[src/rtl/cst_pkg.sv]
`default_nettype none

package cst_pkg;

    localparam int SAMPLE_W  = 8;
    localparam int QUOT_BITS = 8;
    localparam int CNT_W     = $clog2(QUOT_BITS);
    localparam int NUM_W     = 2 * SAMPLE_W;

    localparam logic [SAMPLE_W-1:0] LOW_RESET  = 8'hFF;
    localparam logic [SAMPLE_W-1:0] HIGH_RESET = 8'h00;

    // pass codes carried in the func field
    localparam logic FUNC_MEASURE = 1'b0;
    localparam logic FUNC_MAP     = 1'b1;

    typedef enum logic [1:0] {
        ST_IDLE,
        ST_DIV,
        ST_DONE
    } t_state;

    // measured bounds of the current frame
    typedef struct packed {
        logic [SAMPLE_W-1:0] lo;
        logic [SAMPLE_W-1:0] hi;
        logic                flat;
    } t_range;

    // divider status toward the control
    typedef struct packed {
        logic                 busy;
        logic                 last;
        logic [QUOT_BITS-1:0] quot;
    } t_div_stat;

endpackage

`default_nettype wire

[src/rtl/cst_if.sv]
`default_nettype none

interface cst_in_if;
    logic       valid;
    logic       ready;
    logic       func;
    logic       start_frame;
    logic [7:0] sample;

    modport source (output valid, output func, output start_frame, output sample,
                    input ready);
    modport sink   (input valid, input func, input start_frame, input sample,
                    output ready);
endinterface

interface cst_out_if;
    logic       valid;
    logic       ready;
    logic [7:0] stretched;
    logic       flat_frame;

    modport source (output valid, output stretched, output flat_frame, input ready);
    modport sink   (input valid, input stretched, input flat_frame, output ready);
endinterface

`default_nettype wire

[src/rtl/cst_range.sv]
`default_nettype none

module cst_range (
    input  wire logic                         i_clk,
    input  wire logic                         i_rst_n,
    input  wire logic                         i_update,
    input  wire logic                         i_restart,
    input  wire logic [cst_pkg::SAMPLE_W-1:0] i_sample,
    output cst_pkg::t_range                   o_range
);

    logic [cst_pkg::SAMPLE_W-1:0] r_lo;
    logic [cst_pkg::SAMPLE_W-1:0] r_hi;
    logic [cst_pkg::SAMPLE_W-1:0] n_lo;
    logic [cst_pkg::SAMPLE_W-1:0] n_hi;

    always_comb begin
        n_lo = r_lo;
        n_hi = r_hi;
        if (i_update) begin
            if (i_restart) begin
                n_lo = i_sample;
                n_hi = i_sample;
            end else begin
                if (i_sample < r_lo) begin
                    n_lo = i_sample;
                end
                if (i_sample > r_hi) begin
                    n_hi = i_sample;
                end
            end
        end
    end

    always_ff @(posedge i_clk) begin
        if (!i_rst_n) begin
            r_lo <= cst_pkg::LOW_RESET;
            r_hi <= cst_pkg::HIGH_RESET;
        end else begin
            r_lo <= n_lo;
            r_hi <= n_hi;
        end
    end

    // inverted bounds (nothing measured) count as flat
    assign o_range.lo   = r_lo;
    assign o_range.hi   = r_hi;
    assign o_range.flat = (r_hi <= r_lo);

endmodule

`default_nettype wire

[src/rtl/cst_div.sv]
`default_nettype none

module cst_div (
    input  wire logic                          i_clk,
    input  wire logic                          i_rst_n,
    input  wire logic                          i_start,
    input  wire logic [cst_pkg::NUM_W-1:0]     i_num,
    input  wire logic [cst_pkg::SAMPLE_W-1:0]  i_den,
    output cst_pkg::t_div_stat                 o_stat
);

    localparam logic [cst_pkg::CNT_W-1:0] LAST_CNT = cst_pkg::CNT_W'(cst_pkg::QUOT_BITS - 1);

    logic                           r_busy;
    logic [cst_pkg::CNT_W-1:0]      r_cnt;
    logic [cst_pkg::SAMPLE_W-1:0]   r_rem;
    logic [cst_pkg::QUOT_BITS-1:0]  r_sh;
    logic [cst_pkg::SAMPLE_W-1:0]   r_den;
    logic [cst_pkg::SAMPLE_W:0]     trial;
    logic [cst_pkg::SAMPLE_W:0]     diff;
    logic                           qbit;
    logic [cst_pkg::SAMPLE_W-1:0]   n_rem;

    // restoring step: bring down one dividend bit, try one subtract
    always_comb begin
        trial = {r_rem, r_sh[cst_pkg::QUOT_BITS-1]};
        diff  = trial - {1'b0, r_den};
        qbit  = (trial >= {1'b0, r_den});
        n_rem = qbit ? diff[cst_pkg::SAMPLE_W-1:0] : trial[cst_pkg::SAMPLE_W-1:0];
    end

    always_ff @(posedge i_clk) begin
        if (!i_rst_n) begin
            r_busy <= 1'b0;
            r_cnt  <= '0;
        end else if (i_start) begin
            r_busy <= 1'b1;
            r_cnt  <= '0;
        end else if (r_busy) begin
            r_cnt <= r_cnt + 1'b1;
            if (r_cnt == LAST_CNT) begin
                r_busy <= 1'b0;
            end
        end
    end

    // dividend low bits shift out as quotient bits shift in
    always_ff @(posedge i_clk) begin
        if (i_start) begin
            r_rem <= i_num[cst_pkg::NUM_W-1:cst_pkg::SAMPLE_W];
            r_sh  <= i_num[cst_pkg::QUOT_BITS-1:0];
            r_den <= i_den;
        end else if (r_busy) begin
            r_rem <= n_rem;
            r_sh  <= {r_sh[cst_pkg::QUOT_BITS-2:0], qbit};
        end
    end

    assign o_stat.busy = r_busy;
    assign o_stat.last = r_busy && (r_cnt == LAST_CNT);
    assign o_stat.quot = {r_sh[cst_pkg::QUOT_BITS-2:0], qbit};

endmodule

`default_nettype wire

[src/rtl/contrast_stretch.sv]
// contrast_stretch: two-pass min/max linear contrast stretch of 8-bit samples
//
// i_in carries one sample word: func, start_frame, sample. func low is a
// measure word: it folds the sample into the running minimum and maximum
// (start_frame restarts both at that sample) and gives no output word.
// func high is a map word: it gives one output word on o_out with
// stretched = (p - min) * 255 / (max - min), p clamped to [min, max].
// when max is not above min the sample passes through and flat_frame is set.
//
// the input stays ready after a measure word and after a flat map word
// that finds the output free; a stretched map word holds it off while the
// bit-serial restoring divider runs, one quotient bit per cycle.
// a stretched result enters the output register with the last quotient
// bit, a flat result at its own accept edge, when the output is free.
//
// the output register decouples the two sides: a new word is taken while a
// finished one waits. when o_out stalls, a result that cannot enter the
// output register is parked and the input holds off until it moves.
// reset restores min to 255 and max to 0 and empties the output.
`default_nettype none

module contrast_stretch (
    input  wire logic  i_clk,
    input  wire logic  i_rst_n,
    cst_in_if.sink     i_in,
    cst_out_if.source  o_out
);

    cst_pkg::t_state    r_state;
    cst_pkg::t_state    n_state;
    cst_pkg::t_range    range;
    cst_pkg::t_div_stat div_stat;

    logic                          in_fire;
    logic                          measure_fire;
    logic                          map_fire;
    logic                          out_free;
    logic [cst_pkg::SAMPLE_W-1:0]  clamped;
    logic [cst_pkg::SAMPLE_W-1:0]  delta;
    logic [cst_pkg::SAMPLE_W-1:0]  span;
    logic [cst_pkg::NUM_W-1:0]     num;
    logic                          div_start;

    // output register and parked result
    logic                          r_out_valid;
    logic [cst_pkg::SAMPLE_W-1:0]  r_out_data;
    logic                          r_out_flat;
    logic [cst_pkg::SAMPLE_W-1:0]  r_hold_data;
    logic                          r_hold_flat;
    logic                          out_load;
    logic [cst_pkg::SAMPLE_W-1:0]  out_data;
    logic                          out_flat;
    logic                          hold_load;
    logic [cst_pkg::SAMPLE_W-1:0]  hold_data;
    logic                          hold_flat;

    assign i_in.ready   = (r_state == cst_pkg::ST_IDLE);
    assign in_fire      = i_in.valid && i_in.ready;
    assign measure_fire = in_fire && (i_in.func == cst_pkg::FUNC_MEASURE);
    assign map_fire     = in_fire && (i_in.func == cst_pkg::FUNC_MAP);
    assign out_free     = !r_out_valid || o_out.ready;

    cst_range u_range (
        .i_clk     (i_clk),
        .i_rst_n   (i_rst_n),
        .i_update  (measure_fire),
        .i_restart (i_in.start_frame),
        .i_sample  (i_in.sample),
        .o_range   (range)
    );

    // clamp into the measured range, numerator is delta * 255
    always_comb begin
        if (i_in.sample < range.lo) begin
            clamped = range.lo;
        end else if (i_in.sample > range.hi) begin
            clamped = range.hi;
        end else begin
            clamped = i_in.sample;
        end
        delta = clamped - range.lo;
        span  = range.hi - range.lo;
        num   = {delta, {cst_pkg::SAMPLE_W{1'b0}}} - {{cst_pkg::SAMPLE_W{1'b0}}, delta};
    end

    assign div_start = map_fire && !range.flat;

    cst_div u_div (
        .i_clk   (i_clk),
        .i_rst_n (i_rst_n),
        .i_start (div_start),
        .i_num   (num),
        .i_den   (span),
        .o_stat  (div_stat)
    );

    // control: idle takes words, div waits on quotient bits, done parks a result
    always_comb begin
        n_state   = r_state;
        out_load  = 1'b0;
        out_data  = r_hold_data;
        out_flat  = r_hold_flat;
        hold_load = 1'b0;
        hold_data = i_in.sample;
        hold_flat = 1'b1;
        unique case (r_state)
            cst_pkg::ST_IDLE: begin
                if (map_fire) begin
                    if (range.flat) begin
                        out_data = i_in.sample;
                        out_flat = 1'b1;
                        if (out_free) begin
                            out_load = 1'b1;
                        end else begin
                            hold_load = 1'b1;
                            n_state   = cst_pkg::ST_DONE;
                        end
                    end else begin
                        n_state = cst_pkg::ST_DIV;
                    end
                end
            end
            cst_pkg::ST_DIV: begin
                if (div_stat.last) begin
                    out_data  = div_stat.quot;
                    out_flat  = 1'b0;
                    hold_data = div_stat.quot;
                    hold_flat = 1'b0;
                    if (out_free) begin
                        out_load = 1'b1;
                        n_state  = cst_pkg::ST_IDLE;
                    end else begin
                        hold_load = 1'b1;
                        n_state   = cst_pkg::ST_DONE;
                    end
                end
            end
            cst_pkg::ST_DONE: begin
                if (out_free) begin
                    out_load = 1'b1;
                    n_state  = cst_pkg::ST_IDLE;
                end
            end
            default: begin
                n_state = cst_pkg::ST_IDLE;
            end
        endcase
    end

    always_ff @(posedge i_clk) begin
        if (!i_rst_n) begin
            r_state <= cst_pkg::ST_IDLE;
        end else begin
            r_state <= n_state;
        end
    end

    always_ff @(posedge i_clk) begin
        if (!i_rst_n) begin
            r_out_valid <= 1'b0;
        end else if (out_load) begin
            r_out_valid <= 1'b1;
        end else if (o_out.ready) begin
            r_out_valid <= 1'b0;
        end
    end

    always_ff @(posedge i_clk) begin
        if (out_load) begin
            r_out_data <= out_data;
            r_out_flat <= out_flat;
        end
        if (hold_load) begin
            r_hold_data <= hold_data;
            r_hold_flat <= hold_flat;
        end
    end

    assign o_out.valid      = r_out_valid;
    assign o_out.stretched  = r_out_data;
    assign o_out.flat_frame = r_out_flat;

    // the last quotient bit always traces back to a matching divider start
    a_div_len: assert property (@(posedge i_clk) disable iff (!i_rst_n)
        div_stat.last |-> $past(div_start, cst_pkg::QUOT_BITS))
        else $error("divider finished off its eight-step schedule");

    // the divider only runs while the control waits for it
    a_div_state: assert property (@(posedge i_clk) disable iff (!i_rst_n)
        div_stat.busy |-> (r_state == cst_pkg::ST_DIV))
        else $error("divider busy outside the divide state");

    // a flat map word with a free output shows up as a flat word next cycle
    a_flat_out: assert property (@(posedge i_clk) disable iff (!i_rst_n)
        (map_fire && range.flat && out_free) |=> (r_out_valid && r_out_flat))
        else $error("flat map word not delivered");

    // a stretched word never carries the flat flag
    a_div_out: assert property (@(posedge i_clk) disable iff (!i_rst_n)
        (div_stat.last && out_free) |=> (r_out_valid && !r_out_flat))
        else $error("stretched word lost or flagged flat");

endmodule

`default_nettype wire

[src/flat_wrapper.sv]
// flat-port wrapper written by rule: the top's interface ports become plain ports
module contrast_stretch_flat 
  (i_clk, i_rst_n, i_in_valid, i_in_func, i_in_start_frame, i_in_sample, i_in_ready, o_out_valid, o_out_stretched, o_out_flat_frame, o_out_ready);
  cst_in_if i_in_i ();
  cst_out_if o_out_i ();
  input  wire logic i_clk;
  input  wire logic i_rst_n;
  input wire logic [$bits(i_in_i.valid)-1:0] i_in_valid;
  input wire logic [$bits(i_in_i.func)-1:0] i_in_func;
  input wire logic [$bits(i_in_i.start_frame)-1:0] i_in_start_frame;
  input wire logic [$bits(i_in_i.sample)-1:0] i_in_sample;
  output wire logic [$bits(i_in_i.ready)-1:0] i_in_ready;
  output wire logic [$bits(o_out_i.valid)-1:0] o_out_valid;
  output wire logic [$bits(o_out_i.stretched)-1:0] o_out_stretched;
  output wire logic [$bits(o_out_i.flat_frame)-1:0] o_out_flat_frame;
  input wire logic [$bits(o_out_i.ready)-1:0] o_out_ready;
  assign i_in_i.valid = i_in_valid;
  assign i_in_i.func = i_in_func;
  assign i_in_i.start_frame = i_in_start_frame;
  assign i_in_i.sample = i_in_sample;
  assign i_in_ready = i_in_i.ready;
  assign o_out_valid = o_out_i.valid;
  assign o_out_stretched = o_out_i.stretched;
  assign o_out_flat_frame = o_out_i.flat_frame;
  assign o_out_i.ready = o_out_ready;
  contrast_stretch u_core (.i_clk(i_clk), .i_rst_n(i_rst_n), .i_in(i_in_i), .o_out(o_out_i));
endmodule
[config.mk]
export PLATFORM = sky130hd
export DESIGN_NAME = contrast_stretch_flat
export DESIGN_NICKNAME = d
export VERILOG_FILES = /design/src/rtl/cst_pkg.sv /design/src/rtl/cst_if.sv /design/src/rtl/cst_range.sv /design/src/rtl/cst_div.sv /design/src/rtl/contrast_stretch.sv /design/src/flat_wrapper.sv
export SDC_FILE = /design/constraint.sdc
export NUM_CORES = 1
export LEC_CHECK = 0
export BUFFER_PORTS_ARGS = -buffer_cell sky130_fd_sc_hd__buf_2
export CORE_MARGIN = 1.5
export CORE_UTILIZATION = 45
export DETAILED_ROUTE_END_ITERATION = 10
export PLACE_DENSITY = 0.72
export SLEW_MARGIN = 30
export SYNTH_ARGS = -nofsm -noshare
export SYNTH_HDL_FRONTEND = slang
export SYNTH_SLANG_ARGS = --single-unit
export TNS_END_PERCENT = 20
[constraint.sdc]
create_clock -name i_clk -period 4.7 [get_ports i_clk]
set_input_delay 0.47 -clock i_clk [delete_from_list [all_inputs] [get_ports i_clk]]
set_output_delay 0.47 -clock i_clk [all_outputs]
set_load 0.01 [all_outputs]
==> results by group, run 1 <==
Pwr
  – VDD IR max: 0.168 mV
  – Design Power: 1.53 mW
  – Switching Fraction: 0.302
  – Reg power frac: 0.416
  – Sw power: 0.463 mW
  – Combinational share of power: 0.235
  – Power per Cell Area: 305 mW/mm2
  – Clock share of power: 0.349
  – Internal power: 1.07 mW
  – Leak pwr: 2.23 nW

STA
  – Slew headroom: 0.442
  – Slew Viols, Final: 0
  – Period utilization: 0.922
  – WHS: 0.426 ns
  – Fin Setup TNS: 0 ns
  – Final min period: 4.33 ns
  – Fmax achieved: 0.231 GHz
  – Final setup viols: 0
  – Worst slew pin tran: 0.837 ns
  – Final setup skew: 0.0108 ns
  – Unrepaired setup endpoints after global routing: false
  – Final Hold Viols: 0

Global route
  – Vias in the first global route: 3651
  – Initial antenna violation count: 0
  – GR Util All Layers: 0.220
  – Largest net degree at the start of global routing: 27
  – Grt met3 use: 0.0386
  – Grt ovf: 0
  – First-pass GRT wire length: 17.7 mm
  – GR Util met2: 0.368
  – GR peak layer: met2
  – GR Util met1: 0.280

Place
  – Final HPWL from detailed placement: 8.07 mm
  – Placed inst area: 0.00478 mm2
  – IO buf count: 24
  – Gp weighted congestion: 0.864

Route
  – 1st-pass router iterations: 4
  – DRT Wirelength: 10.7 mm
  – Routed len/inst: 16.2 um
  – Starting DRT DRC Count: 185
  – Routed vias/inst: 5.72
  – Residual DRC: 0
  – Routed Antenna Nets: 0
  – Detailed-route via count: 3777

Floorplan
  – Die H: 103 um
  – DIE AREA: 0.0105 mm2
  – Die Wd: 103 um
  – # IOs: 25
  – CORE AREA: 0.00968 mm2
  – Standard-cell rows: 36
  – Initial Util: 0.461

Logic synthesis
  – Register area share after synthesis: 0.385
  – Cell with the most instances after synthesis: nand2_1
  – FF+latch count, synth: 65
  – Ys async rst share: 0
  – Post-synth top area share: 0.282
  – Prevailing post-synth register cell: edfxtp_1
  – Netlist cell types: 55
  – YS warnings: 0
  – Synth area leaders: edfxtp_1 (28%), ha_1 (11%), dfxtp_1 (10%)
  – Post-synth top cells: nand2_1 (46), nor2_1 (44), edfxtp_1 (42)
  – Netlist Area Pre-Place: 0.00447 mm2
  – Synth Net Count: 548
  – Cells after synthesis: 490
  – Cell taking the most area after synthesis: edfxtp_1
  – Syn_area_per_cell: 9.12 um2
  – Post-synth EDFFs: 42

Clock tree
  – Clock latency at the later pin of the worst-skew pair: 0.35 ns
  – CTS tree: built
  – H-tree depth: 3
  – CTS Hold Bufs: 0
  – Clock buffer depth: 2
  – Clk pin slew, worst setup/hold paths: 0.08 ns
  – Clock Tree Root: clkbuf_8
  – # clock sinks: 65
  – Cts bufs inserted: 9

Setup path
  – Slowest stage cell on the critical path: or4b_1
  – Crit end category: register
  – Worst setup path class: register to register
  – Largest stage delay, worst path: 0.46 ns
  – Worst EP required: 4.91 ns
  – Crit path max fanout: 15
  – Worst path buffer plus inverter count: 2
  – R2R Setup Slk: 0.37 ns
  – CP top delay family: simple AND/OR/NAND/NOR gates
  – Startpoint types: register
  – CP Data Arrival Time: 4.54 ns
  – Critical Path, Cell by Cell: inv_1, ha_1, a211oi_2, o21bai_1, o22ai_1, buf_4, nor2_1, a21oi_1, nor2_1, a21oi_1, ha_2, fa_1, and2b_1, o31a_2, or4b_1, o311a_1, or4b_4, nand2_1, or3_1, nand3_1

Flow run
  – MaxCap Viol Count: 0

Finish
  – Final Cell Area: 0.00502 mm2
  – Layout cells sized above 1: 0.131
  – # nets final: 580
  – Area grow syn2layout: 12.4%
  – Antenna Diode Count: 0

Hold path
  – Hold Crit Class: input pin to register

Outcome
  – Status: complete, no violations
[state kept, by name (all words and copies together), names as in the netlist]
register	flops
u_core.r_hold_data	8
u_core.r_state	2
u_core.o_out.stretched	8
u_core.o_out.flat_frame	1
u_core.u_range.r_hi	8
u_core.r_hold_flat	1
u_core.u_div.r_rem	8
u_core.u_range.r_lo	8
u_core.u_div.r_busy	1
u_core.u_div.r_den	8
u_core.u_div.r_cnt	3
u_core.o_out.valid	1
u_core.u_div.r_sh	8
[per-stage QoR]
stage / setup WS [ns] / cells / utilization
final: 0.366 / 660 / 0.518
after global routing: 0.0229 / 660 / 0.518
after CTS: 0.343 / 660 / 0.516
after detailed placement: 0.180 / 644 / 0.493
after global placement: 0.277 / 644 / 0.493
after floorplan: 0.379 / 490 / -
[cell usage in the layout, fill, tap and decap left out, types with 13 or more instances in the layout]
cell type | Yosys | layout
nand2_1 | 46 | 46
nor2_1 | 44 | 44
edfxtp_1 | 42 | 42
inv_1 | 41 | 40
ha_1 | 41 | 40
o21ai_0 | 32 | 32
a21oi_1 | 31 | 31
buf_2 | 0 | 24
dfxtp_1 | 23 | 23
a21o_1 | 15 | 15
mux2i_1 | 15 | 15
nor2b_1 | 13 | 13
[power by group through the flow]
stage | sequential, mW | combinational, mW | clock, mW
6_report | 0.637 | 0.360 | 0.534
5_1_grt | 0.639 | 0.403 | 0.567
4_1_cts | 0.637 | 0.352 | 0.543
3_5_place_dp | 0.650 | 0.350 | 0
3_3_place_gp | 0.649 | 0.341 | 0
2_1_floorplan | 0.652 | 0.245 | 0
[final cells by class]
class,count,area (um2)
flip-flops and latches,65,1720
repair buffers,35,203
multi-input cells,370,2550
well taps,133,166
clock buffers,9,124
inverters,41,154
clock inverters,7,95.1
fillers,905,4670
[kinds of logic (layout without fill, tap and decap cells)]
kind of cell | count (synthesis) | after routing | share of synthesized area
mux | 16 | 16 | 0.0361
compound gates | 137 | 137 | 0.199
simple gates | 160 | 160 | 0.176
flops | 65 | 65 | 0.385
xor+xnor | 13 | 13 | 0.0255
buf+inv | 55 | 92 | 0.0504
fa+ha+maj | 44 | 44 | 0.128
[tightest hold or removal path, delay by kind of cell]
| kind | cells | cell delay, ns |
|---|---|---|
| buf+inv | 2 | 0.11 |
| simple gates | 2 | 0.15 |
[worst paths after layout]
kind | start | end | cells past startpoint
worst max-delay path | u_core.u_range.r_hi[5] | u_core.u_div.r_sh[7] | 20
worst min-delay path | o_out_ready | u_core.r_state[1] | 4
worst max register to register | u_core.u_range.r_hi[5] | u_core.u_div.r_sh[7] | 20
worst min register to register | u_core.o_out.valid | u_core.r_state[1] | 2
[repair_timing]
item | 4_1_cts | 5_1_grt
endpoints found under the setup margin | 0 | 5
setup buffers | 0 | 0
endpoints found under the hold margin | 0 | 0
resized for setup | 0 | 5
[metal layers]
metal / up-vias / part of all wire
met1: 1829 / 0.45
li1: 1833 / -
met2: 97 / 0.48
met5: - / 0
met3: 18 / 0.045
met4: 0 / 0.024
No activity file was read; power rests on OpenSTA's default activity.
==> inputs of run 2 (changes only) <==
==> constraint.sdc (replaced) <==
create_clock -name i_clk -period 4.9 [get_ports i_clk]
set_input_delay 0.49 -clock i_clk [delete_from_list [all_inputs] [get_ports i_clk]]
set_output_delay 0.49 -clock i_clk [all_outputs]
set_load 0.02 [all_outputs]
==> run 2 against run 1 <==
Net effect:
- clock power is 0.9% lower
- die area unchanged
- first-iteration DRC count grew 28%
- cell area fell by 0.42%
- highest routed layer unchanged
- via count shrank 1.2%
- sequential share of layout area is 0.15 points higher
==> results by group, run 2 (synthesized netlist as in run 1, its figures left out) <==
Outcome
  – Status: complete, no violations

Finish
  – Commonest non-fill, non-tap cells in the layout: nand2_1 (46), nor2_1 (44), edfxtp_1 (42)
  – Layout cells sized above 1: 0.122 (-0.00903)
  – # nets final: 578 (-0.34%)
  – Area grow syn2layout: 11.9%
  – Fillers: 908 (+0.33%)
  – Antenna Diode Count: 0 (unchanged)
  – Commonest non-fill, non-tap cell in the layout: nand2_1

Place
  – Final HPWL from detailed placement: 8.01 mm (-0.81%)
  – IO buf count: 24 (unchanged)
  – Gp weighted congestion: 0.959 (+11%)

Pwr
  – Leak pwr: 2.24 nW (+0.15%)
  – Reg power frac: 0.411 (-0.005)
  – Sw power: 0.458 mW (-1.1%)
  – Clock share of power: 0.356 (+0.007)
  – Switching Fraction: 0.308 (+0.00548)
  – VDD IR max: 0.161 mV (-4.1%)
  – Internal power: 1.03 mW (-3.7%)
  – Power per Cell Area: 298 mW/mm2 (-2.5%)
  – Combinational share of power: 0.233 (-0.002)

Setup path
  – Worst r2r src: u_core.u_range.r_hi[1]
  – Reg-to-Reg End: u_core.u_div.r_rem[5]
  – CP Data Arrival Time: 4.50 ns (-0.04 ns)
  – Worst EP required: 4.97 ns (+0.06 ns)
  – Most common cell on crit path: a21oi_1
  – Worst reg-to-reg path cell count: 20 (unchanged)
  – Crit path max fanout: 15 (unchanged)
  – Critical Path, Cell by Cell: inv_1, ha_1, nor2b_1, o211ai_2, a21oi_1, o22ai_1, buf_4, nor2_1, a21oi_1, nor2_1, a21oi_1, ha_1, fa_1, and2b_1, or2_2, and3_1, o21ai_0, or4b_1, nor3_1, o22ai_1
  – Startpoint types: register
  – Worst path buffer plus inverter count: 2 (unchanged)
  – Largest stage delay, worst path: 0.54 ns (+0.08 ns)
  – R2R Setup Slk: 0.48 ns (+0.11 ns)
  – Worst setup path class: register to register
  – CP top delay family: simple AND/OR/NAND/NOR gates
  – Slowest stage cell on the critical path: or4b_1
  – Crit end category: register

Clock tree
  – Cts bufs inserted: 9 (unchanged)
  – H-tree depth: 3 (unchanged)
  – Clock Tree Root: clkbuf_8
  – CTS Hold Bufs: 0 (unchanged)
  – Clk pin slew, worst setup/hold paths: 0.08 ns (about the same)
  – Clock buffer depth: 2 (unchanged)
  – Clock latency at the later pin of the worst-skew pair: 0.36 ns (about the same)
  – CTS tree: built
  – # clock sinks: 65 (unchanged)

Floorplan
  – Standard-cell rows: 36 (unchanged)
  – # IOs: 25 (unchanged)
  – Die Wd: 103 um (unchanged)
  – Die H: 103 um (unchanged)
  – DIE AREA: 0.0105 mm2 (unchanged)
  – Initial Util: 0.461 (unchanged)
  – CORE AREA: 0.00968 mm2 (unchanged)

Flow run
  – MaxCap Viol Count: 0 (unchanged)

STA
  – WHS: 0.454 ns (+0.0278 ns)
  – Final Hold Viols: 0 (unchanged)
  – Fmax achieved: 0.226 GHz (-2.0%)
  – Fin Setup TNS: 0 ns (unchanged)
  – Slew Viols, Final: 0 (unchanged)
  – Unrepaired setup endpoints after global routing: false
  – Final setup viols: 0 (unchanged)
  – Period utilization: 0.903 (-0.0193)
  – Worst slew pin tran: 0.820 ns (-0.0167 ns)
  – Final min period: 4.42 ns (+0.0900 ns)
  – Slew headroom: 0.453 (+0.0111)
  – Final setup skew: 0.0160 ns (+0.00521 ns)

Route
  – Routed vias/inst: 5.67 (-0.86%)
  – DRT Wirelength: 10.6 mm (-1.0%)
  – Detailed-route via count: 3733 (-1.2%)
  – Routed len/inst: 16.1 um (-0.75%)
  – Starting DRT DRC Count: 237 (+28%)
  – Residual DRC: 0 (unchanged)
  – Routed Antenna Nets: 0 (unchanged)
  – 1st-pass router iterations: 5 (+1)

Global route
  – Largest net degree at the start of global routing: 22 (-19%)
  – Vias in the first global route: 3588 (-1.7%)
  – Grt ovf: 0 (unchanged)
  – GR Util All Layers: 0.218 (-0.00229)
  – First-pass GRT wire length: 17.5 mm (-0.98%)
  – Initial antenna violation count: 0 (unchanged)

Hold path
  – Hold Startpoint: o_out_ready
  – Hold path depth: 4 (unchanged)
  – Hold Crit Class: input pin to register
  – Min-Delay Endpoint: u_core.r_state[1]
-- run 2: cell types whose count changed in the layout (fill, tap and decap cells not counted), sizes merged --
cell      delta
buf          -2
inv          +3
clkinvlp     -3
-- run 2: final cells by class --
cell class,instances,area [um2],area share
inverters,41,154,0.0308
flip-flops and latches,65,1720,0.345
clock inverters,7,100,0.0200
well taps,133,166,0.0333
clock buffers,9,124,0.0248
multi-input cells,370,2540,0.509
repair buffers,33,188,0.0376
-- run 2: stage by stage --
stage	cell area [um2]	std cells	worst slack, ns	utilization	total power [mW]
floorplan	4470	490	0.559	-	0.866
global placement	4760	642	0.371	0.492	0.955
detailed placement	4760	642	0.318	0.492	0.961
CTS	4990	658	0.479	0.515	1.49
global route	5000	658	0.107	0.516	1.56
finish	5000	658	0.476	0.516	1.49
-- run 2: worst max-delay path by stage --
stage	from	to	depth (start not counted)
after CTS	u_core.u_range.r_hi[1]	u_core.u_div.r_rem[2]	21
after detailed placement	i_in_sample[2]	u_core.u_div.r_rem[2]	18
after floorplan	i_in_sample[1]	u_core.u_div.r_rem[5]	18
final	u_core.u_range.r_hi[1]	u_core.u_div.r_rem[5]	20
after global routing	u_core.u_range.r_hi[1]	u_core.u_div.r_rem[5]	20
after global placement	i_in_sample[2]	u_core.u_div.r_rem[2]	18
-- run 2: tightest hold or removal path, delay by kind of cell --
family	cells	cell delay (ns)
buf+inv	2	0.11
simple gates	2	0.17
-- run 2: power groups by stage --
stage               Clock (mW)  Combinational [mW]  Sequential [mW]
floorplan                    0               0.235            0.631
global placement             0               0.332            0.623
detailed placement           0               0.338            0.624
CTS                      0.539               0.340            0.611
global route             0.559               0.386            0.613
finish                   0.529               0.347            0.611
-- run 2: repair_timing --
item                                    in CTS  in global routing
resized for setup                            0                  2
endpoints found under the setup margin       0                  2
buffers inserted                             0                  0
-- run 2: layer usage --
layer | track usage | vias to the layer above | wire, um
li1 | - | 1840 | -
met1 | 0.291 | 1781 | 5010
met2 | 0.349 | 93 | 4910
met3 | 0.0305 | 19 | 406
met4 | 0.106 | 0 | 256
met5 | 0 | - | 0
==> inputs of run 3 (changes only) <==
--- a/config.mk
+++ b/config.mk
@@ -5,6 +5,7 @@
 export SDC_FILE = /design/constraint.sdc
 export NUM_CORES = 1
 export LEC_CHECK = 0
+export ABC_AREA = 1
 export BUFFER_PORTS_ARGS = -buffer_cell sky130_fd_sc_hd__buf_2
 export CORE_MARGIN = 1.5
 export CORE_UTILIZATION = 45
==> run 3 against run 2 <==
Net effect:
- sequential cell count unchanged
- largest power group unchanged
- first-iteration DRC count down 27%
- clock skew about the same
- register-to-register slack better by 0.11 ns
- combinational power rose by 18%
- synthesized cell count increased by 12%
- worst setup slack gained 0.11 ns
- sequential share of layout area is 0.57 points higher
- clock-buffer cell count is the same
- routed wire length shrank 0.44%
- critical path depth increased by 3
- core utilization fell by 0.84 points
==> results by group, run 3 <==
Setup path
  – Worst setup path class: register to register
  – Crit path max fanout: 17 (+2)
  – CP Data Arrival Time: 4.42 ns (-0.08 ns)
  – Startpoint types: register
  – Worst EP required: 5.01 ns (+0.04 ns)
  – Crit end category: register

Floorplan
  – CORE AREA: 0.00968 mm2 (unchanged)
  – Initial Util: 0.458 (-0.00362)
  – Standard-cell rows: 36 (unchanged)
  – DIE AREA: 0.0105 mm2 (-0.76%)
  – Die H: 102 um (-0.38%)
  – # IOs: 25 (unchanged)
  – Die Wd: 102 um (-0.38%)

Route
  – Detailed-route via count: 3843 (+2.9%)
  – Starting DRT DRC Count: 174 (-27%)
  – Routed Antenna Nets: 0 (unchanged)
  – Residual DRC: 0 (unchanged)
  – 1st-pass router iterations: 5 (unchanged)
  – Routed len/inst: 14.8 um (-8.0%)
  – Routed vias/inst: 5.40 (-4.9%)
  – DRT Wirelength: 10.5 mm (-0.44%)

Outcome
  – Status: complete, no violations

Logic synthesis
  – YS warnings: 0 (unchanged)
  – Post-synth top area share: 0.285 (+0.00223)
  – Cells after synthesis: 550 (+12%)
  – Compound-Gate Fraction of Synth Area: 0.173 (-0.0255)
  – Netlist Area Pre-Place: 0.00443 mm2 (-0.78%)
  – Ys async rst share: 0 (unchanged)
  – Cell with the most instances after synthesis: nand2_1
  – Prevailing post-synth register cell: edfxtp_1
  – Post-Synth Simple-Gate Area: 0.182 (+0.00647)
  – Largest family of logic cells by synthesized area: simple AND/OR/NAND/NOR gates
  – Post-synth EDFFs: 42 (unchanged)
  – Syn_area_per_cell: 8.06 um2 (-12%)
  – Synth area leaders: edfxtp_1 (28%), ha_1 (12%), nand2_1 (11%)
  – Fraction of synthesized cell area in xor and xnor cells: 0.0370 (+0.0115)
  – Post-synth top cells: nand2_1 (128), inv_1 (80), a21oi_1 (43)
  – Synth Net Count: 608 (+11%)
  – Synth Area in Adders: 0.129 (+0.00101)
  – Cell taking the most area after synthesis: edfxtp_1
  – Netlist cell types: 40 (-27%)
  – Register area share after synthesis: 0.388 (+0.00305)
  – Mux contribution to synthesized area: 0.00452 (-0.0316)
  – FF+latch count, synth: 65 (unchanged)

Pwr
  – Switching Fraction: 0.333 (+0.0254)
  – Reg power frac: 0.398 (-0.013)
  – Sw power: 0.516 mW (+13%)
  – Combinational share of power: 0.265 (+0.032)
  – Clock share of power: 0.338 (-0.018)
  – VDD IR max: 0.160 mV (-0.72%)
  – Internal power: 1.03 mW (+0.31%)
  – Power per Cell Area: 315 mW/mm2 (+5.9%)
  – Leak pwr: 2.20 nW (-1.6%)

Place
  – Placed inst area: 0.00468 mm2 (-1.8%)
  – Final HPWL from detailed placement: 8.05 mm (+0.52%)
  – Gp weighted congestion: 0.954 (-0.48%)
  – IO buf count: 24 (unchanged)

Global route
  – First-pass GRT wire length: 17.7 mm (+1.3%)
  – Initial antenna violation count: 0 (unchanged)
  – Grt met3 use: 0.0451 (+0.0146)
  – GR Util met1: 0.272 (-0.0196)
  – GR peak layer: met2
  – Largest net degree at the start of global routing: 25 (+14%)
  – Vias in the first global route: 3751 (+4.5%)
  – GR Util met2: 0.386 (+0.0367)
  – GR Util All Layers: 0.221 (+0.00247)
  – Grt ovf: 0 (unchanged)

STA
  – Period utilization: 0.880 (-0.0230)
  – Final setup viols: 0 (unchanged)
  – Unrepaired setup endpoints after global routing: false
  – Final setup skew: 0.0161 ns (+0.0000809 ns)
  – Final min period: 4.31 ns (-0.113 ns)
  – Fin Setup TNS: 0 ns (unchanged)
  – Fmax achieved: 0.232 GHz (+2.6%)
  – Slew Viols, Final: 0 (unchanged)
  – Final Hold Viols: 0 (unchanged)
  – Slew headroom: 0.518 (+0.0645)
  – Worst slew pin tran: 0.723 ns (-0.0968 ns)

Finish
  – Commonest non-fill, non-tap cells in the layout: nand2_1 (128), inv_1 (80), a21oi_1 (42), edfxtp_1 (42)
  – Final Cell Area: 0.00492 mm2 (-1.6%)
  – Core Util, Final: 0.508 (-0.00840)
  – Commonest non-fill, non-tap cell in the layout: nand2_1
  – Multi-input gate area: 0.00234 mm2 (-7.9%)
  – Layout cells sized above 1: 0.107 (-0.0148)
  – Register Area: 0.00172 mm2 (unchanged)
  – Area grow syn2layout: 10.9%
  – Fillers: 939 (+3.4%)
  – Antenna Diode Count: 0 (unchanged)
  – # nets final: 632 (+9.3%)

Flow run
  – MaxCap Viol Count: 0 (unchanged)

Clock tree
  – Clock latency at the later pin of the worst-skew pair: 0.35 ns (about the same)
  – Clk pin slew, worst setup/hold paths: 0.09 ns (about the same)
  – H-tree depth: 3 (unchanged)
  – Clock buffer depth: 2 (unchanged)
  – Clock Tree Root: clkbuf_8
  – Post-CTS Repair Setup Buffers: 0 (unchanged)
  – CTS tree: built
  – CTS-repair resized insts: 0 (unchanged)
  – Cts bufs inserted: 9 (unchanged)
  – CTS Hold Bufs: 0 (unchanged)
  – # clock sinks: 65 (unchanged)

Hold path
  – Hold Crit Class: input pin to register
run 3: changes by cell type in the layout (fill, tap and decap cells not counted), moves of 8 or more:
cell	previous run	this run
a21o_1	15	1
a21oi_1	31	42
a31oi_1	9	1
inv_1	41	80
mux2i_1	15	2
nand2_1	46	128
nand2b_1	12	0
nand3_1	5	16
nor2_1	44	28
nor2b_1	13	0
o211ai_1	4	25
o21ai_0	32	41
run 3: power by group through the flow:
stage / Combinational, mW / Clock, mW / Sequential [mW]
6_report: 0.410 / 0.523 / 0.616
5_1_grt: 0.470 / 0.557 / 0.618
4_1_cts: 0.406 / 0.531 / 0.616
3_5_place_dp: 0.404 / 0 / 0.628
3_3_place_gp: 0.394 / 0 / 0.628
2_1_floorplan: 0.308 / 0 / 0.629
run 3: through the flow:
stage	worst slack [ns]	std cells	hold WS, ns	power (mW)
after floorplan	0.940	550	0.480	0.937
after global placement	0.646	696	0.494	1.02
after detailed placement	0.546	696	0.520	1.03
after CTS	0.661	712	0.424	1.55
after global routing	0.177	712	0.437	1.65
final	0.589	712	0.428	1.55
run 3: final timing paths:
check                         startpoint                 endpoint  slack, ns  depth (start not counted)
setup / recovery  u_core.u_range.r_hi[7]    u_core.u_div.r_rem[2]       0.59                         23
hold / removal            i_in_sample[3]   u_core.u_range.r_lo[3]       0.43                          3
setup reg to reg  u_core.u_range.r_hi[7]    u_core.u_div.r_rem[2]       0.59                         23
hold reg to reg       u_core.r_hold_flat  u_core.o_out.flat_frame       0.53                          2
run 3: layout make-up:
class | count | area share
repair buffers | 27 | 0.0290
flip-flops and latches | 65 | 0.350
inverters | 84 | 0.0641
clock buffers | 9 | 0.0252
multi-input cells | 387 | 0.477
clock inverters | 7 | 0.0209
well taps | 133 | 0.0339
run 3: routing by layer:
layer	wire, um	up-vias	part of all wire
met3	545	19	0.052
met4	231	0	0.022
li1	-	1911	-
met2	5100	114	0.48
met5	0	-	0
met1	4660	1799	0.44
run 3: cell families (layout without fill, tap and decap cells):
logic type / Yosys count / after routing
AOI/OAI and AO/OA: 130 / 130
DFF: 65 / 65
buffers and inverters: 98 / 127
and+or+nand+nor: 194 / 194
muxes: 2 / 2
adders and majority gates: 44 / 44
xor gates and xnor gates: 17 / 17
run 3: critical path, cell delays in order (launching register included):
cell and delay (ns):
dfxtp_1 0.43, inv_1 0.09, ha_1 0.30, nand2_1 0.07, nor2_1 0.16, nand4_1 0.16
nand2_1 0.44, nand2_1 0.11, o211ai_1 0.10, o21ai_0 0.11, ha_1 0.22, fa_1 0.56
ha_1 0.23, inv_1 0.05, nor2_1 0.13, nand2_1 0.09, nor2_1 0.18, nand2_1 0.11
nor2_2 0.17, nand3_1 0.13, nand2_1 0.09, nand2_1 0.05, nand2_1 0.05, nand2_1 0.05
